--- config.mk ---
export PLATFORM = sky130hd
export DESIGN_NAME = bb3_window
export DESIGN_NICKNAME = d
export VERILOG_FILES = /design/src/hw/rtl/bb3_pkg.sv /design/src/hw/rtl/bb3_window.sv
export SDC_FILE = /design/constraint.sdc
export NUM_CORES = 1
export LEC_CHECK = 0
export BUFFER_PORTS_ARGS = -buffer_cell sky130_fd_sc_hd__buf_2
export CELL_PAD_IN_SITES_DETAIL_PLACEMENT = 1
export CELL_PAD_IN_SITES_GLOBAL_PLACEMENT = 2
export CORE_MARGIN = 3
export CORE_UTILIZATION = 33
export CTS_BUF_LIST = sky130_fd_sc_hd__clkbuf_16
export DETAILED_ROUTE_END_ITERATION = 8
export MAX_ROUTING_LAYER = met4
export PLACE_DENSITY_LB_ADDON = 0.1
export SYNTH_ARGS = -nofsm -noshare
export SYNTH_HDL_FRONTEND = slang
export SYNTH_SLANG_ARGS = --single-unit
export TNS_END_PERCENT = 5
--- constraint.sdc ---
create_clock -name clk -period 9.6 [get_ports clk]
set_input_delay 0.96 -clock clk [delete_from_list [all_inputs] [get_ports clk]]
set_output_delay 0.96 -clock clk [all_outputs]
set_load 0.02 [all_outputs]
--- src/hw/rtl/bb3_pkg.sv ---
// bb3_pkg: shared types, register indexes and the rounded-mean function
// for the 3x3 box blur
// no dependencies
package bb3_pkg;

  localparam int CFG_IDX_W    = 2;
  localparam int CFG_DATA_W   = 13;
  localparam int WIDTH_REG_W  = 11;
  localparam int HEIGHT_REG_W = 13;
  localparam int ROW_W        = 12;
  localparam int COL_W        = 10;
  localparam int SUM_W        = 12;

  localparam logic [CFG_IDX_W-1:0] CFG_WIDTH  = 2'd0;
  localparam logic [CFG_IDX_W-1:0] CFG_HEIGHT = 2'd1;

  localparam logic [WIDTH_REG_W-1:0]  WIDTH_RST  = 11'd640;
  localparam logic [HEIGHT_REG_W-1:0] HEIGHT_RST = 13'd480;

  // reciprocals for the divide by 6 and by 18
  localparam logic [16:0] RECIP_6  = 17'd87382;
  localparam logic [15:0] RECIP_18 = 16'd58255;

  typedef logic [23:0] pix_t;

  typedef enum logic [1:0] {
    CNT_4,
    CNT_6,
    CNT_9
  } cnt_code_t;

  // per-pixel job seed, captured at input acceptance
  typedef struct packed {
    logic [3:0]       mask;
    logic             r1;
    logic             c1;
    logic [ROW_W-1:0] row;
    logic [COL_W-1:0] col;
  } seed_t;

  // one result request from the window to the mean unit
  typedef struct packed {
    logic             rlo;
    logic             clo;
    logic [ROW_W-1:0] row;
    logic [COL_W-1:0] col;
    logic             last;
    logic             done;
  } job_t;

  // (2*sum + n) / (2*n), rounded half up
  function automatic logic [7:0] mean8(input logic [SUM_W-1:0] s, input cnt_code_t n);
    logic [SUM_W-1:0] x6;
    logic [12:0]      x9;
    logic [SUM_W-1:0] x4;
    logic [28:0]      p6;
    logic [28:0]      p9;
    logic [7:0]       q;
    x4 = s + SUM_W'(2);
    x6 = s + SUM_W'(3);
    x9 = {s, 1'b0} + 13'd9;
    p6 = 29'(x6) * 29'(RECIP_6);
    p9 = 29'(x9) * 29'(RECIP_18);
    case (n)
      CNT_4:   q = x4[9:2];
      CNT_6:   q = p6[26:19];
      default: q = p9[27:20];
    endcase
    return q;
  endfunction

endpackage

--- src/hw/rtl/bb3_window.sv ---
// bb3_window: 3x3 window registers and the result sequencer
// depends on bb3_pkg
module bb3_window (
  input  logic                clk,
  input  logic                rst_n,
  input  logic                ld,
  input  bb3_pkg::pix_t       above2,
  input  bb3_pkg::pix_t       above1,
  input  bb3_pkg::pix_t       px,
  input  bb3_pkg::seed_t      seed,
  output logic                free,
  output bb3_pkg::pix_t       win [9],
  output logic                job_valid,
  output bb3_pkg::job_t       job,
  input  logic                job_ready
);
  import bb3_pkg::*;

  pix_t       win_r [9];
  seed_t      seed_r;
  logic [3:0] mask_clr;
  logic [3:0] pick;
  logic       issue;

  function automatic logic [3:0] mask_r_low(input logic [3:0] m);
    return m & (~m + 4'd1);
  endfunction

  always_comb begin
    pick = mask_r_low(seed_r.mask);
    mask_clr = seed_r.mask & ~pick;
  end

  assign job_valid = |seed_r.mask;
  assign issue     = job_valid && job_ready;
  assign free      = !job_valid || (issue && (mask_clr == 4'd0));

  always_comb begin
    job.last = (mask_clr == 4'd0);
    job.done = 1'b0;
    job.rlo  = 1'b1;
    job.clo  = 1'b1;
    job.row  = seed_r.row;
    job.col  = seed_r.col;
    case (pick)
      4'b0001: begin
        job.rlo = seed_r.r1;
        job.clo = seed_r.c1;
        job.row = seed_r.row - ROW_W'(1);
        job.col = seed_r.col - COL_W'(1);
      end
      4'b0010: begin
        job.rlo = seed_r.r1;
        job.row = seed_r.row - ROW_W'(1);
      end
      4'b0100: begin
        job.clo = seed_r.c1;
        job.col = seed_r.col - COL_W'(1);
      end
      default: begin
        job.done = 1'b1;
      end
    endcase
  end

  always_ff @(posedge clk) begin
    if (!rst_n) begin
      seed_r.mask <= 4'd0;
      for (int i = 0; i < 9; i++) begin
        win_r[i] <= '0;
      end
    end else if (ld) begin
      seed_r <= seed;
      for (int k = 0; k < 3; k++) begin
        win_r[k*3]   <= win_r[k*3+1];
        win_r[k*3+1] <= win_r[k*3+2];
      end
      win_r[2] <= above2;
      win_r[5] <= above1;
      win_r[8] <= px;
    end else if (issue) begin
      seed_r.mask <= mask_clr;
    end
  end

  always_comb begin
    for (int i = 0; i < 9; i++) begin
      win[i] = win_r[i];
    end
  end
endmodule

Word-level counts from Yosys, hierarchy flattened. Memory sizes are Yosys's and may differ from the RTL's. Cells that the tools add are included.

Add/subtract/negate cells: 3. Bitwise operators: 13. Mux-type cells: 20. Multipliers: 0. Shift operators: 0. Magnitude comparators: 0. Divide/modulo/power cells: 0. Equal/unequal tests: 3. Reduce and logical (&&, ||, !) cells: 11.

Operators by type and width (count): 2-to-1 mux 24 bit (9); 2-to-1 mux 12 bit (1); subtractor 12 x 1 -> 12 bit (second input constant) (1); 2-to-1 mux 10 bit (1); subtractor 10 x 1 -> 10 bit (second input constant) (1); OR 1 bit (9); AND 4 bit (2); 2-to-1 mux 4 bit (2); inverter 4 bit (2); 2-to-1 mux 1 bit (7); adder 4 x 1 -> 4 bit (second input constant) (1); == test 4 x 1 -> 1 bit (second input constant) (1); == test 4 x 2 -> 1 bit (second input constant) (1); == test 4 x 3 -> 1 bit (second input constant) (1); zero test 4 bit (1); OR reduction 2 bit (2); OR reduction 4 bit (1); OR reduction 3 bit (1); logical AND 1 bit (2); AND reduction 2 bit (1); nonzero test 2 bit (1); zero test 1 bit (1); logical OR 1 bit (1).

Word-level logic and storage cells: 56. Output and inout bits: 244. Bits in latches: 0. ROM bits: 0. RAM bits: 216. Register bits after elaboration: 28. Memories: 1.

Memory list: win_r (words 9, bits a word 24, rd ports 9, clocked after memory_dff 0, wr ports 9, RTL line bb3_window.sv:19) `pix_t win_r [9];`.

Longest topological paths before layout.
Word-level depth: 8. Gate-level depth with buffers: 5. Gate-level depth less buffers: 5.

Worst setup path after synthesis. No wires, ideal clock.

Path kind: in2reg. Start: input ld. End: memory win_r[0][0] (netlist name), enable pin. Path slack: 2.303 ns. Path buffers: 2. Cell stages on the path: 3. Arrival: 6.682 ns. Required time: 8.984 ns. Cell sequence: clkbuf_1 -> clkbuf_1 -> nand2b_1.

RTL lines: start, declared (RTL line bb3_window.sv:6) `input logic ld,`; end, declared (RTL line bb3_window.sv:19).

==> metrics.md <==
| Metric | Value |
|---|---|
| Drt first-iter violations | `445` |
| Final Total Pwr | `2.568 mW` |
| GPL Wtd Cong | `0.7599` |
| Final wirelength | `24750 um` |
| CTS tree | `built` |
| # IOs | `348` |
| Finished Core Util | `44.19%` |
| Routing usage on met3 | `6.171%` |
| Peak Freq | `0.3079 GHz` |
| Critical R2R Launch | `seed_r[24]$_SDFFE_PN0P_` |
| Area delta synth->final | `31.02%` |
| Width of the die | `175.0 um` |
| Crit path DAT | `2.29 ns` |
| Setup_tns | `0 ns` |
| Status | `finished clean` |
| Relative slew slack | `19.13%` |
| Nets | `1034` |
| Proportion of netlist area held by the largest area contributor | `76.49%` |
| Cell taking the most area after synthesis | `edfxtp_1` |
| Die height | `175.0 um` |
| Row count | `61` |
| Syn avg cell area | `15.76 um2` |
| Final slew viol count | `0` |
| Critical Path Source | `seed_r[24]$_SDFFE_PN0P_` |
| Worst Setup Slack, final | `6.352 ns` |
| Pin count of the biggest net entering global routing | `129` |
| VDD IR max | `0.1152 mV` |
| Worst hold start | `win_r[0][137]$_SDFFCE_PN0P_` |
| Critical path's slowest cell | `dfxtp_1` |
| Cell variety after synth | `35` |
| Routing usage on met1 | `18.37%` |
| Fill cells | `2940` |
| CP max FO | `12` |
| Number of CTS-inserted buffers | `28` |
| Post-synth EDFFs | `240` |
| Power per cell area | `208.0 nW/um2` |
| Synth warn | `0` |
| Highest-count cells in the layout ignoring fill and taps | `buf_2 (345), edfxtp_1 (240), and3_1 (216), clkbuf_16 (29)` |
| GR peak layer | `met2` |
| Final period utilization | `33.83%` |
| Clk slew on worst S/H paths | `0.06 ns` |
| Startpoint Class | `flop` |
| PostCTS Resize Cnt | `0` |
| Commonest non-fill, non-tap cell in the layout | `buf_2` |
| Die ar. | `30610 um2` |
| Starting density of the core | `33.73%` |
| Clk root buf | `clkbuf_16` |
| Sequence of cells on the critical path | `or2_2 -> nand3_1 -> nor4_1 -> xor2_1 -> buf_2` |
| First-pass GRT wire length | `37010 um` |
| Netlist area before placement | `9422 um2` |
| Fraction of registers with async set/reset | `0%` |
| Max-cap violations | `0` |
| Post-CTS Setup Bufs | `0` |
| # setup viols final | `0` |
| Initial antenna violation count | `3` |
| Clock Path Buffers | `3` |
| FF/Latch Area | `7287 um2` |
| Req. time, crit path | `8.64 ns` |
| CP peak stage delay | `0.52 ns` |
| Clock skew | `0.009064 ns` |
| Leakage power | `6.096 nW` |
| GRT Overall Usage | `15.62%` |
| Seq/Total Area, Yosys | `77.34%` |
| Vias per cell | `4.684` |
| Residual DRC | `0` |
| Worst setup path class | `reg -> out` |
| Avg WL per Cell | `18.66 um` |
| Via count | `6211` |
| RSZ-0062 raised after global routing | `false` |
| DP Worst Slack | `5.872 ns` |
| Clk_lat worst skew | `0.53 ns` |
| Grt met2 use | `25.07%` |
| Final Hold Fails | `0` |
| Period minus WS final | `3.248 ns` |
| IO Port Bufs | `347` |
| Core box area | `27930 um2` |
| Post-Syn Instances | `598` |
| Crit end category | `output pin` |
| Number of clock sinks | `244` |
| Synth top area cells | `edfxtp_1 (76%), and3_1 (14%), clkbuf_1 (2.0%), xor2_1 (1.0%), dfxtp_1 (0.85%)` |
| Remaining global-route overflow | `0` |
| DP HPWL | `16540 um` |
| Hold WC Path Type | `reg -> reg` |
| Placed Area | `11480 um2` |
| H-tree depth | `1` |
| Top_reg_cell synth | `edfxtp_1` |
| Synth Register Bits | `244` |
| Cts hold-fix bufs | `0` |
| Vias in the first global route | `6519` |
| Design area | `12340 um2` |
| Share of cells above drive strength 1 | `41.90%` |
| Post-Syn Nets | `704` |
| Multi-input logic area | `1931 um2` |
| Worst-margin pin slew | `1.213 ns` |
| ANT nets after route | `0` |
| DRT Pass-1 Iters | `4` |
## final cells by class
cell class,instances,share of cell area (%)
sequential,244,59.03
antenna,3,0.06082
clock buffer,29,5.879
clock inverter,18,1.054
timing repair buffer,351,14.35
tap,378,3.831
inverter,5,0.1520
multi-input combinational,298,15.64
## power by group
group          total, mW  internal [mW]  switching (mW)  leakage (nW)
clock network      0.997          0.592           0.404         0.442
registers           1.29           1.25          0.0346          2.63
logic              0.284         0.0895           0.194          3.03
total               2.57           1.93           0.633          6.10
## flip-flops by register name, summed over array words and instances, names as in the netlist
signal / cells
win_r: 216
seed_r: 28
## synthesized netlist by cell type, types with 3 or more instances
library cell,n
edfxtp_1,240
and3_1,216
clkbuf_1,50
xor2_1,11
xnor2_1,9
nor2_1,7
nor3_1,6
inv_1,5
nand2_1,5
o21ai_0,5
dfxtp_1,4
nand2b_1,3
nor2b_1,3
nor4_1,3
## kinds of logic after synthesis
kind of cell    after synthesis  share of synthesized area, %
simple gates                260                         17.16
flops                       244                         77.34
buf+inv                      56                         2.244
xor+xnor                     20                         1.859
compound gates               14                        0.9163
fa+ha+maj                     4                        0.4781
## stage by stage
stage          hold slack, ns  std cells
5_1_grt                0.5742       1326
3_5_place_dp           0.5683       1276
6_report               0.5834       1326
2_1_floorplan          0.5998        598
4_1_cts                0.5651       1323
3_3_place_gp           0.5652       1276
## per-layer routing
metal | vias to the layer above | share of wire (%)
met2 | 237 | 47
met5 | - | 0
met3 | 34 | 10
met4 | 0 | 2.5
li1 | 2933 | -
met1 | 3007 | 40
## critical path: cells and delay by family (launching register included)
family	cells	cell delay, ns
xor gates and xnor gates	1	0.21
and+or+nand+nor	3	0.84
DFF	1	0.52
buffers and inverters	1	0.19
## path summary, 6_finish.rpt
kind / depth (start not counted) / slack [ns] / to
setup / recovery: 5 / 6.35 / job[23]
hold / removal: 1 / 0.58 / win_r[0][113]$_SDFFCE_PN0P_
setup reg to reg: 3 / 8.32 / seed_r[26]$_SDFFE_PN0P_
hold reg to reg: 1 / 0.58 / win_r[0][113]$_SDFFCE_PN0P_
No activity file was read; power rests on OpenSTA's default activity.
