===== src/hw/rtl/bb3_pkg.sv =====
// bb3_pkg: shared types, register indexes and the rounded-mean function
// for the 3x3 box blur
// no dependencies
package bb3_pkg;

  localparam int CFG_IDX_W    = 2;
  localparam int CFG_DATA_W   = 13;
  localparam int WIDTH_REG_W  = 11;
  localparam int HEIGHT_REG_W = 13;
  localparam int ROW_W        = 12;
  localparam int COL_W        = 10;
  localparam int SUM_W        = 12;

  localparam logic [CFG_IDX_W-1:0] CFG_WIDTH  = 2'd0;
  localparam logic [CFG_IDX_W-1:0] CFG_HEIGHT = 2'd1;

  localparam logic [WIDTH_REG_W-1:0]  WIDTH_RST  = 11'd640;
  localparam logic [HEIGHT_REG_W-1:0] HEIGHT_RST = 13'd480;

  // reciprocals for the divide by 6 and by 18
  localparam logic [16:0] RECIP_6  = 17'd87382;
  localparam logic [15:0] RECIP_18 = 16'd58255;

  typedef logic [23:0] pix_t;

  typedef enum logic [1:0] {
    CNT_4,
    CNT_6,
    CNT_9
  } cnt_code_t;

  // per-pixel job seed, captured at input acceptance
  typedef struct packed {
    logic [3:0]       mask;
    logic             r1;
    logic             c1;
    logic [ROW_W-1:0] row;
    logic [COL_W-1:0] col;
  } seed_t;

  // one result request from the window to the mean unit
  typedef struct packed {
    logic             rlo;
    logic             clo;
    logic [ROW_W-1:0] row;
    logic [COL_W-1:0] col;
    logic             last;
    logic             done;
  } job_t;

  // (2*sum + n) / (2*n), rounded half up
  function automatic logic [7:0] mean8(input logic [SUM_W-1:0] s, input cnt_code_t n);
    logic [SUM_W-1:0] x6;
    logic [12:0]      x9;
    logic [SUM_W-1:0] x4;
    logic [28:0]      p6;
    logic [28:0]      p9;
    logic [7:0]       q;
    x4 = s + SUM_W'(2);
    x6 = s + SUM_W'(3);
    x9 = {s, 1'b0} + 13'd9;
    p6 = 29'(x6) * 29'(RECIP_6);
    p9 = 29'(x9) * 29'(RECIP_18);
    case (n)
      CNT_4:   q = x4[9:2];
      CNT_6:   q = p6[26:19];
      default: q = p9[27:20];
    endcase
    return q;
  endfunction

endpackage


===== src/hw/rtl/bb3_if.sv =====


interface bb3_out_if;
  logic        valid;
  logic        ready;
  logic [7:0]  red_out;
  logic [7:0]  green_out;
  logic [7:0]  blue_out;
  logic [11:0] out_row;
  logic [9:0]  out_col;
  logic        last_of_run;
  logic        frame_done;
  modport source(output valid, red_out, green_out, blue_out, out_row, out_col,
                 last_of_run, frame_done, input ready);
  modport sink(input valid, red_out, green_out, blue_out, out_row, out_col,
               last_of_run, frame_done, output ready);
endinterface


===== src/hw/rtl/bb3_mean.sv =====
// bb3_mean: masked window sums, then rounded means into the output register
// depends on bb3_pkg and bb3_if
module bb3_mean (
  input  logic            clk,
  input  logic            rst_n,
  input  bb3_pkg::pix_t   win [9],
  input  logic            job_valid,
  input  bb3_pkg::job_t   job,
  output logic            job_ready,
  bb3_out_if.source       out_px
);
  import bb3_pkg::*;

  logic             a_v_r;
  logic [SUM_W-1:0] a_sum_r [3];
  cnt_code_t        a_cnt_r;
  job_t             a_job_r;
  logic [SUM_W-1:0] sum_nxt [3];
  cnt_code_t        cnt_nxt;
  logic             b_load;
  logic             a_load;
  logic             out_v_r;

  assign b_load    = a_v_r && (!out_v_r || out_px.ready);
  assign job_ready = !a_v_r || b_load;
  assign a_load    = job_valid && job_ready;

  // sum over rows rlo..2 and columns clo..2
  always_comb begin
    for (int ch = 0; ch < 3; ch++) begin
      sum_nxt[ch] = '0;
      for (int i = 0; i < 3; i++) begin
        for (int j = 0; j < 3; j++) begin
          if ((i >= 32'(job.rlo)) && (j >= 32'(job.clo))) begin
            sum_nxt[ch] = sum_nxt[ch] + SUM_W'(win[i*3+j][ch*8 +: 8]);
          end
        end
      end
    end
    if (job.rlo && job.clo) begin
      cnt_nxt = CNT_4;
    end else if (job.rlo || job.clo) begin
      cnt_nxt = CNT_6;
    end else begin
      cnt_nxt = CNT_9;
    end
  end

  always_ff @(posedge clk) begin
    if (!rst_n) begin
      a_v_r   <= 1'b0;
      out_v_r <= 1'b0;
    end else begin
      if (a_load) begin
        a_v_r <= 1'b1;
      end else if (b_load) begin
        a_v_r <= 1'b0;
      end
      if (b_load) begin
        out_v_r <= 1'b1;
      end else if (out_px.ready) begin
        out_v_r <= 1'b0;
      end
    end
  end

  always_ff @(posedge clk) begin
    if (a_load) begin
      a_sum_r <= sum_nxt;
      a_cnt_r <= cnt_nxt;
      a_job_r <= job;
    end
    if (b_load) begin
      out_px.red_out     <= mean8(a_sum_r[2], a_cnt_r);
      out_px.green_out   <= mean8(a_sum_r[1], a_cnt_r);
      out_px.blue_out    <= mean8(a_sum_r[0], a_cnt_r);
      out_px.out_row     <= a_job_r.row;
      out_px.out_col     <= a_job_r.col;
      out_px.last_of_run <= a_job_r.last;
      out_px.frame_done  <= a_job_r.done;
    end
  end

  assign out_px.valid = out_v_r;
endmodule


===== src/flat_wrapper.sv =====
// flat-port wrapper written by rule: the top's interface ports become plain ports
module bb3_mean_flat import bb3_pkg::*;
  (clk, rst_n, win, job_valid, job, job_ready, out_px_valid, out_px_red_out, out_px_green_out, out_px_blue_out, out_px_out_row, out_px_out_col, out_px_last_of_run, out_px_frame_done, out_px_ready);
  bb3_out_if out_px_i ();
  input  logic clk;
  input  logic rst_n;
  input  bb3_pkg::pix_t win[9];
  input  logic job_valid;
  input  bb3_pkg::job_t job;
  output logic job_ready;
  output wire logic [$bits(out_px_i.valid)-1:0] out_px_valid;
  output wire logic [$bits(out_px_i.red_out)-1:0] out_px_red_out;
  output wire logic [$bits(out_px_i.green_out)-1:0] out_px_green_out;
  output wire logic [$bits(out_px_i.blue_out)-1:0] out_px_blue_out;
  output wire logic [$bits(out_px_i.out_row)-1:0] out_px_out_row;
  output wire logic [$bits(out_px_i.out_col)-1:0] out_px_out_col;
  output wire logic [$bits(out_px_i.last_of_run)-1:0] out_px_last_of_run;
  output wire logic [$bits(out_px_i.frame_done)-1:0] out_px_frame_done;
  input wire logic [$bits(out_px_i.ready)-1:0] out_px_ready;
  assign out_px_valid = out_px_i.valid;
  assign out_px_red_out = out_px_i.red_out;
  assign out_px_green_out = out_px_i.green_out;
  assign out_px_blue_out = out_px_i.blue_out;
  assign out_px_out_row = out_px_i.out_row;
  assign out_px_out_col = out_px_i.out_col;
  assign out_px_last_of_run = out_px_i.last_of_run;
  assign out_px_frame_done = out_px_i.frame_done;
  assign out_px_i.ready = out_px_ready;
  bb3_mean u_core (.clk(clk), .rst_n(rst_n), .win(win), .job_valid(job_valid), .job(job), .job_ready(job_ready), .out_px(out_px_i));
endmodule

===== config.mk =====
export PLATFORM = sky130hd
export DESIGN_NAME = bb3_mean_flat
export DESIGN_NICKNAME = d
export VERILOG_FILES = /design/src/hw/rtl/bb3_pkg.sv /design/src/hw/rtl/bb3_if.sv /design/src/hw/rtl/bb3_mean.sv /design/src/flat_wrapper.sv
export SDC_FILE = /design/constraint.sdc
export NUM_CORES = 1
export LEC_CHECK = 0
export ABC_AREA = 1
export BUFFER_PORTS_ARGS = -buffer_cell sky130_fd_sc_hd__buf_2
export CORE_AREA = 2 2 254 256
export DETAILED_ROUTE_END_ITERATION = 10
export DIE_AREA = 0 0 256 258
export HOLD_SLACK_MARGIN = 0.05
export PLACE_DENSITY_LB_ADDON = 0.25
export SLEW_MARGIN = 15
export SYNTH_ARGS = -nofsm -noshare
export SYNTH_HDL_FRONTEND = slang
export SYNTH_SLANG_ARGS = --single-unit

===== constraint.sdc =====
create_clock -name clk -period 12.2 [get_ports clk]
set_input_delay 3.66 -clock clk [delete_from_list [all_inputs] [get_ports clk]]
set_output_delay 3.66 -clock clk [all_outputs]
set_load 0.01 [all_outputs]

; Word level (Yosys, flattened, before mapping)
; Index checks and enable logic that the tools add are counted.
[totals]
regBits = 112
latchBits = 0
ram_bits = 0
mem_bits_ro = 0
in_bits = 246
output_inout_bits = 50
wordCells = 94
mem_count = 0
[op_classes]
n_addsub = 33
n_mul = 6
div_mod_pow = 0
n_lt_le_gt_ge = 2
n_eq_ne = 1
shift = 0
n_mux = 23
bitwise = 0
reduce_logical = 12
[op_table]
columns = op, n
row1 = adder 12 x 8 -> 12 bit, 22
row2 = two-way mux 12 bit, 12
row3 = multiplier 13 x 16 -> 28 bit (second input constant), 3
row4 = multiplier 12 x 16 -> 26 bit (second input constant), 3
row5 = case mux 8 bit (2 select lines), 3
row6 = adder 13 x 4 -> 13 bit (second input constant), 3
row7 = adder 12 x 2 -> 12 bit (second input constant), 3
row8 = adder 10 x 2 -> 10 bit (second input constant), 3
row9 = two-way mux 8 bit, 3
row10 = adder 8 x 8 -> 9 bit, 2
row11 = logical AND 1 bit, 4
row12 = two-way mux 1 bit, 4
row13 = nonzero test 2 bit, 2
row14 = logical OR 1 bit, 3
row15 = equality test 2 x 1 -> 1 bit (second input constant), 1
row16 = >= comparator 1 bit (first input constant), 2
row17 = zero test 1 bit, 2
row18 = zero test 2 bit, 1
row19 = two-way mux 2 bit, 1

; Longest topological paths before layout
[logic_depth]
ltp_word = 15
ltp_mapped = 49
mapped_depth_nobuf = 47

; Worst setup path before layout
; No wires, ideal clock.
[synth_path]
kind = input-to-reg
startpoint = input job[25] in the netlist's numbering
endpoint = register u_core.a_sum_r[11] in the netlist's numbering (data pin)
setup_time_ps = 249
arrival_time_ps = 10692
t_required_ps = 11951
slack_ps = 1259
path_stages = 42
path_buffers = 3
path_cell_list = buf_6 > nor2_8 > buf_6 > inv_2 > clkbuf_1 > nor2_1 > ha_1 > inv_1 > fa_1 > nor2_1 > inv_1 > fa_1 > nor2_1 > inv_1 > fa_1 > nand2_1 > o21ai_0 > fa_1 > [6 not listed] > o21ai_0 > nor2_1 > o21ai_0 > o21ai_0 > fa_1 > inv_1 > ha_1 > nand2_1 > nor2_1 > a211oi_1 > o21ai_0 > a21o_1 > a21oi_1 > nor2_1 > nand2_1 > nand2_1 > nand2_1 > inv_1
[synth_lines]
columns = element, line_no
row1 = "start, declared", flat_wrapper.sv:9  ; input bb3_pkg::job_t job;
row2 = "end signal, assigned", bb3_mean.sv:69  ; a_sum_r <= sum_nxt;
row3 = "end, declared", bb3_mean.sv:15  ; logic [SUM_W-1:0] a_sum_r [3];

==> metrics <==
worst reg2reg startpoint u_core.a_sum_r[26]; Slowest-stage cell, CP fa_1; CP Data Required Time 12,380 ps; worst r2r path cells 32; chip width 256 µm; Slew Viols, Final 0; violation count after the first detailed-route iteration 1,248; fin area roughly 34,000 µm²; FF-to-FF End u_core.out_px.blue_out[7]; FP Rows 93; Hold Path End u_core.out_px.frame_done; # port buffers a little under 300; ANT nets after route 0; Max-Cap Viols 0; Slew headroom 0.373; Worst Max-Slew Pin Slew between 900 and 1000 ps; Layout Nets approximately 5,300; sequential cell area fraction in the yosys report 0.109; Top delay family on crit path adder cells; outcome finished, final reports clean; synth top area cells ha_1 (25%), fa_1 (24%), inv_1 (11%); share of the synthesized area in the top cell type 0.248; Global Route Usage Sum 0.243; Hold Path Origin u_core.a_job_r[0]; clock sink count roughly 110; Overflow after GRT 0; CP bufs+invs 7; HP Class reg2reg; wire per inst 15.9 µm; Startpoint Class primary input; RePlAce Congestion roughly 0.9; Synth area leader ha_1; Routed Wire Length 78,600 µm; share of cells above drive strength 1 0.0979; commonest non-fill, non-tap cells in the layout inv_1 (894), ha_1 (610), nand2_1 (550), fa_1 (363), buf_2 (295); HPWL after detailed placement around 70,000 µm; starting density of the core 0.483; Avg Cell Area, Syn between 8 and 9 µm²; synthesized instance count between 3,000 and 4,000; clock latency on the worst-skew pair between 400 and 500 ps; TritonCTS Buffers 9; post_cts resized 0; Worst EP arrival approximately 11,000 ps; first-pass GRT wire length 128,000 µm; CORE AREA between 60,000 and 70,000 µm²; fin util 0.528; Setup Skew 22.6 ps; Via Count around 25,000; launch point of the worst path job[24]; Hold Fails Final Rpt 0; Tcrit/Tclk final 0.915; Crit path top cell by count nand2_1; DR DRC count 0; # IOs between 200 and 300; Root Driver clkbuf_16; WHS Path Cells 0; initial antenna violation count 28; Max clock buf depth 2; Synth Warn # 0; die footprint 66,000 µm²; FF+latch count, synth between 100 and 150; P&R area growth vs syn 9.28%; Filler cells approximately 6,000; DRT Pass-1 Iters 5; CP Max Fanout 19; final setup fails 0; WHS 427 ps; H-tree Lvls 3; Worst Setup Path Type in2reg; Via density slightly above 5; crit path time final ~11,000 ps; Distinct cells, synth 50; largest net degree at the start of global routing 54; Die Ht 258 µm; r2r setup slk between 5000 and 6000 ps; placed inst area 33,300 µm²; CTS tree yes; cts hold-fix bufs 0; setup TNS 0 ps; Setup crit end kind register; fmax 89.6 MHz; cell area after synthesis ~31,000 µm²; vias in the first global route roughly 25,000; commonest non-fill, non-tap cell in the layout inv_1; unrepaired setup endpoints after global routing false; Slowest Stage Delay on Critical Path slightly above 500 ps; Synthesized Nets between 4,000 and 5,000; postcts setup bufs 0; Worst-path clk slew 100 ps
[synthesized netlist by cell type (all sizes together)]
cell type / number
inv: 904
ha: 610
nand2: 567
fa: 363
a21oi: 271
nor2: 199
o21ai: 196
nand3: 171
edfxtp: 110
xor2: 106
xnor2: 41
nor3: 39
nand4: 29
clkbuf: 21
a21o: 17
or2: 17
o21a: 15
a21boi: 14
a31oi: 12
nand3b: 11
o21bai: 11
o211ai: 9
o221ai: 8
a211oi: 6
nor4: 6
buf: 4
o2111ai: 4
a31o: 3
o31ai: 3
a22oi: 2
and3: 2
dfxtp: 2
o311ai: 2
a32oi: 1
and2: 1
clkinv: 1
o21ba: 1
or4: 1
[metal layers]
layer / up-vias / part of all wire / track usage
met5: - / 0.0025 / 0
met4: 30 / 0.024 / 0.0668
met3: 110 / 0.061 / 0.0485
met2: 587 / 0.45 / 0.403
met1: 11600 / 0.46 / 0.325
li1: 12700 / - / -
[through the flow]
| stage | setup slack, ps | std cells |
|---|---|---|
| 2_1_floorplan | 1260 | 3780 |
| 3_3_place_gp | 790 | 4915 |
| 3_5_place_dp | 653 | 4915 |
| 4_1_cts | 1090 | 4931 |
| 5_1_grt | 182 | 4937 |
| 6_report | 1030 | 4940 |
[worst reg2reg max path, delay by kind of cell, from the launching register on]
kind | cells | cell delay, ps
flops | 1 | 630
compound gates | 3 | 380
fa+ha+maj | 7 | 3200
simple gates | 13 | 1810
buf+inv | 8 | 640
xor+xnor | 1 | 210
[logic make-up (layout without fill, tap and decap cells)]
logic type,count (synthesis),in the layout,share of synthesized area
compound gates,575,575,0.103
fa+ha+maj,973,973,0.484
buf+inv,930,1226,0.114
flops,112,112,0.109
simple gates,1043,1043,0.148
xor+xnor,147,147,0.0421
other cells,0,9,0
[worst max-delay path by stage]
stage / cells after the start / slack [ps] / to
CTS: 43 / 1090 / u_core.a_sum_r[22]
global placement: 40 / 790 / u_core.a_sum_r[11]
floorplan: 42 / 1260 / u_core.a_sum_r[11]
finish: 47 / 1030 / u_core.a_sum_r[23]
global route: 41 / 180 / u_core.a_sum_r[11]
detailed placement: 43 / 650 / u_core.a_sum_r[22]
[state kept, by name (all words and copies together) (netlist names), 2 cells and up]
name and flops:
u_core.out_px.out_col 10, u_core.a_job_r 24, u_core.out_px.red_out 8, u_core.out_px.blue_out 8, u_core.out_px.out_row 12, u_core.a_sum_r 36
u_core.a_cnt_r 2, u_core.out_px.green_out 8
[area by class of cell]
| type | instances | area (µm²) | share of cell area |
|---|---|---|---|
| Timing Repair Buffer | 305 | 1550 | 0.0461 |
| Clock inverter | 7 | 81.3 | 0.00242 |
| Tap cell | 855 | 1070 | 0.0318 |
| Inverter | 905 | 3400 | 0.101 |
| Multi-Input combinational cell | 2738 | 23900 | 0.712 |
| Clock buffer | 9 | 225 | 0.00670 |
| Antenna cell | 9 | 22.5 | 0.000670 |
| Sequential cell | 112 | 3340 | 0.0994 |
Power is not shown: default switching activity piles up to over one toggle a cycle in this logic, so the estimate is an artifact.
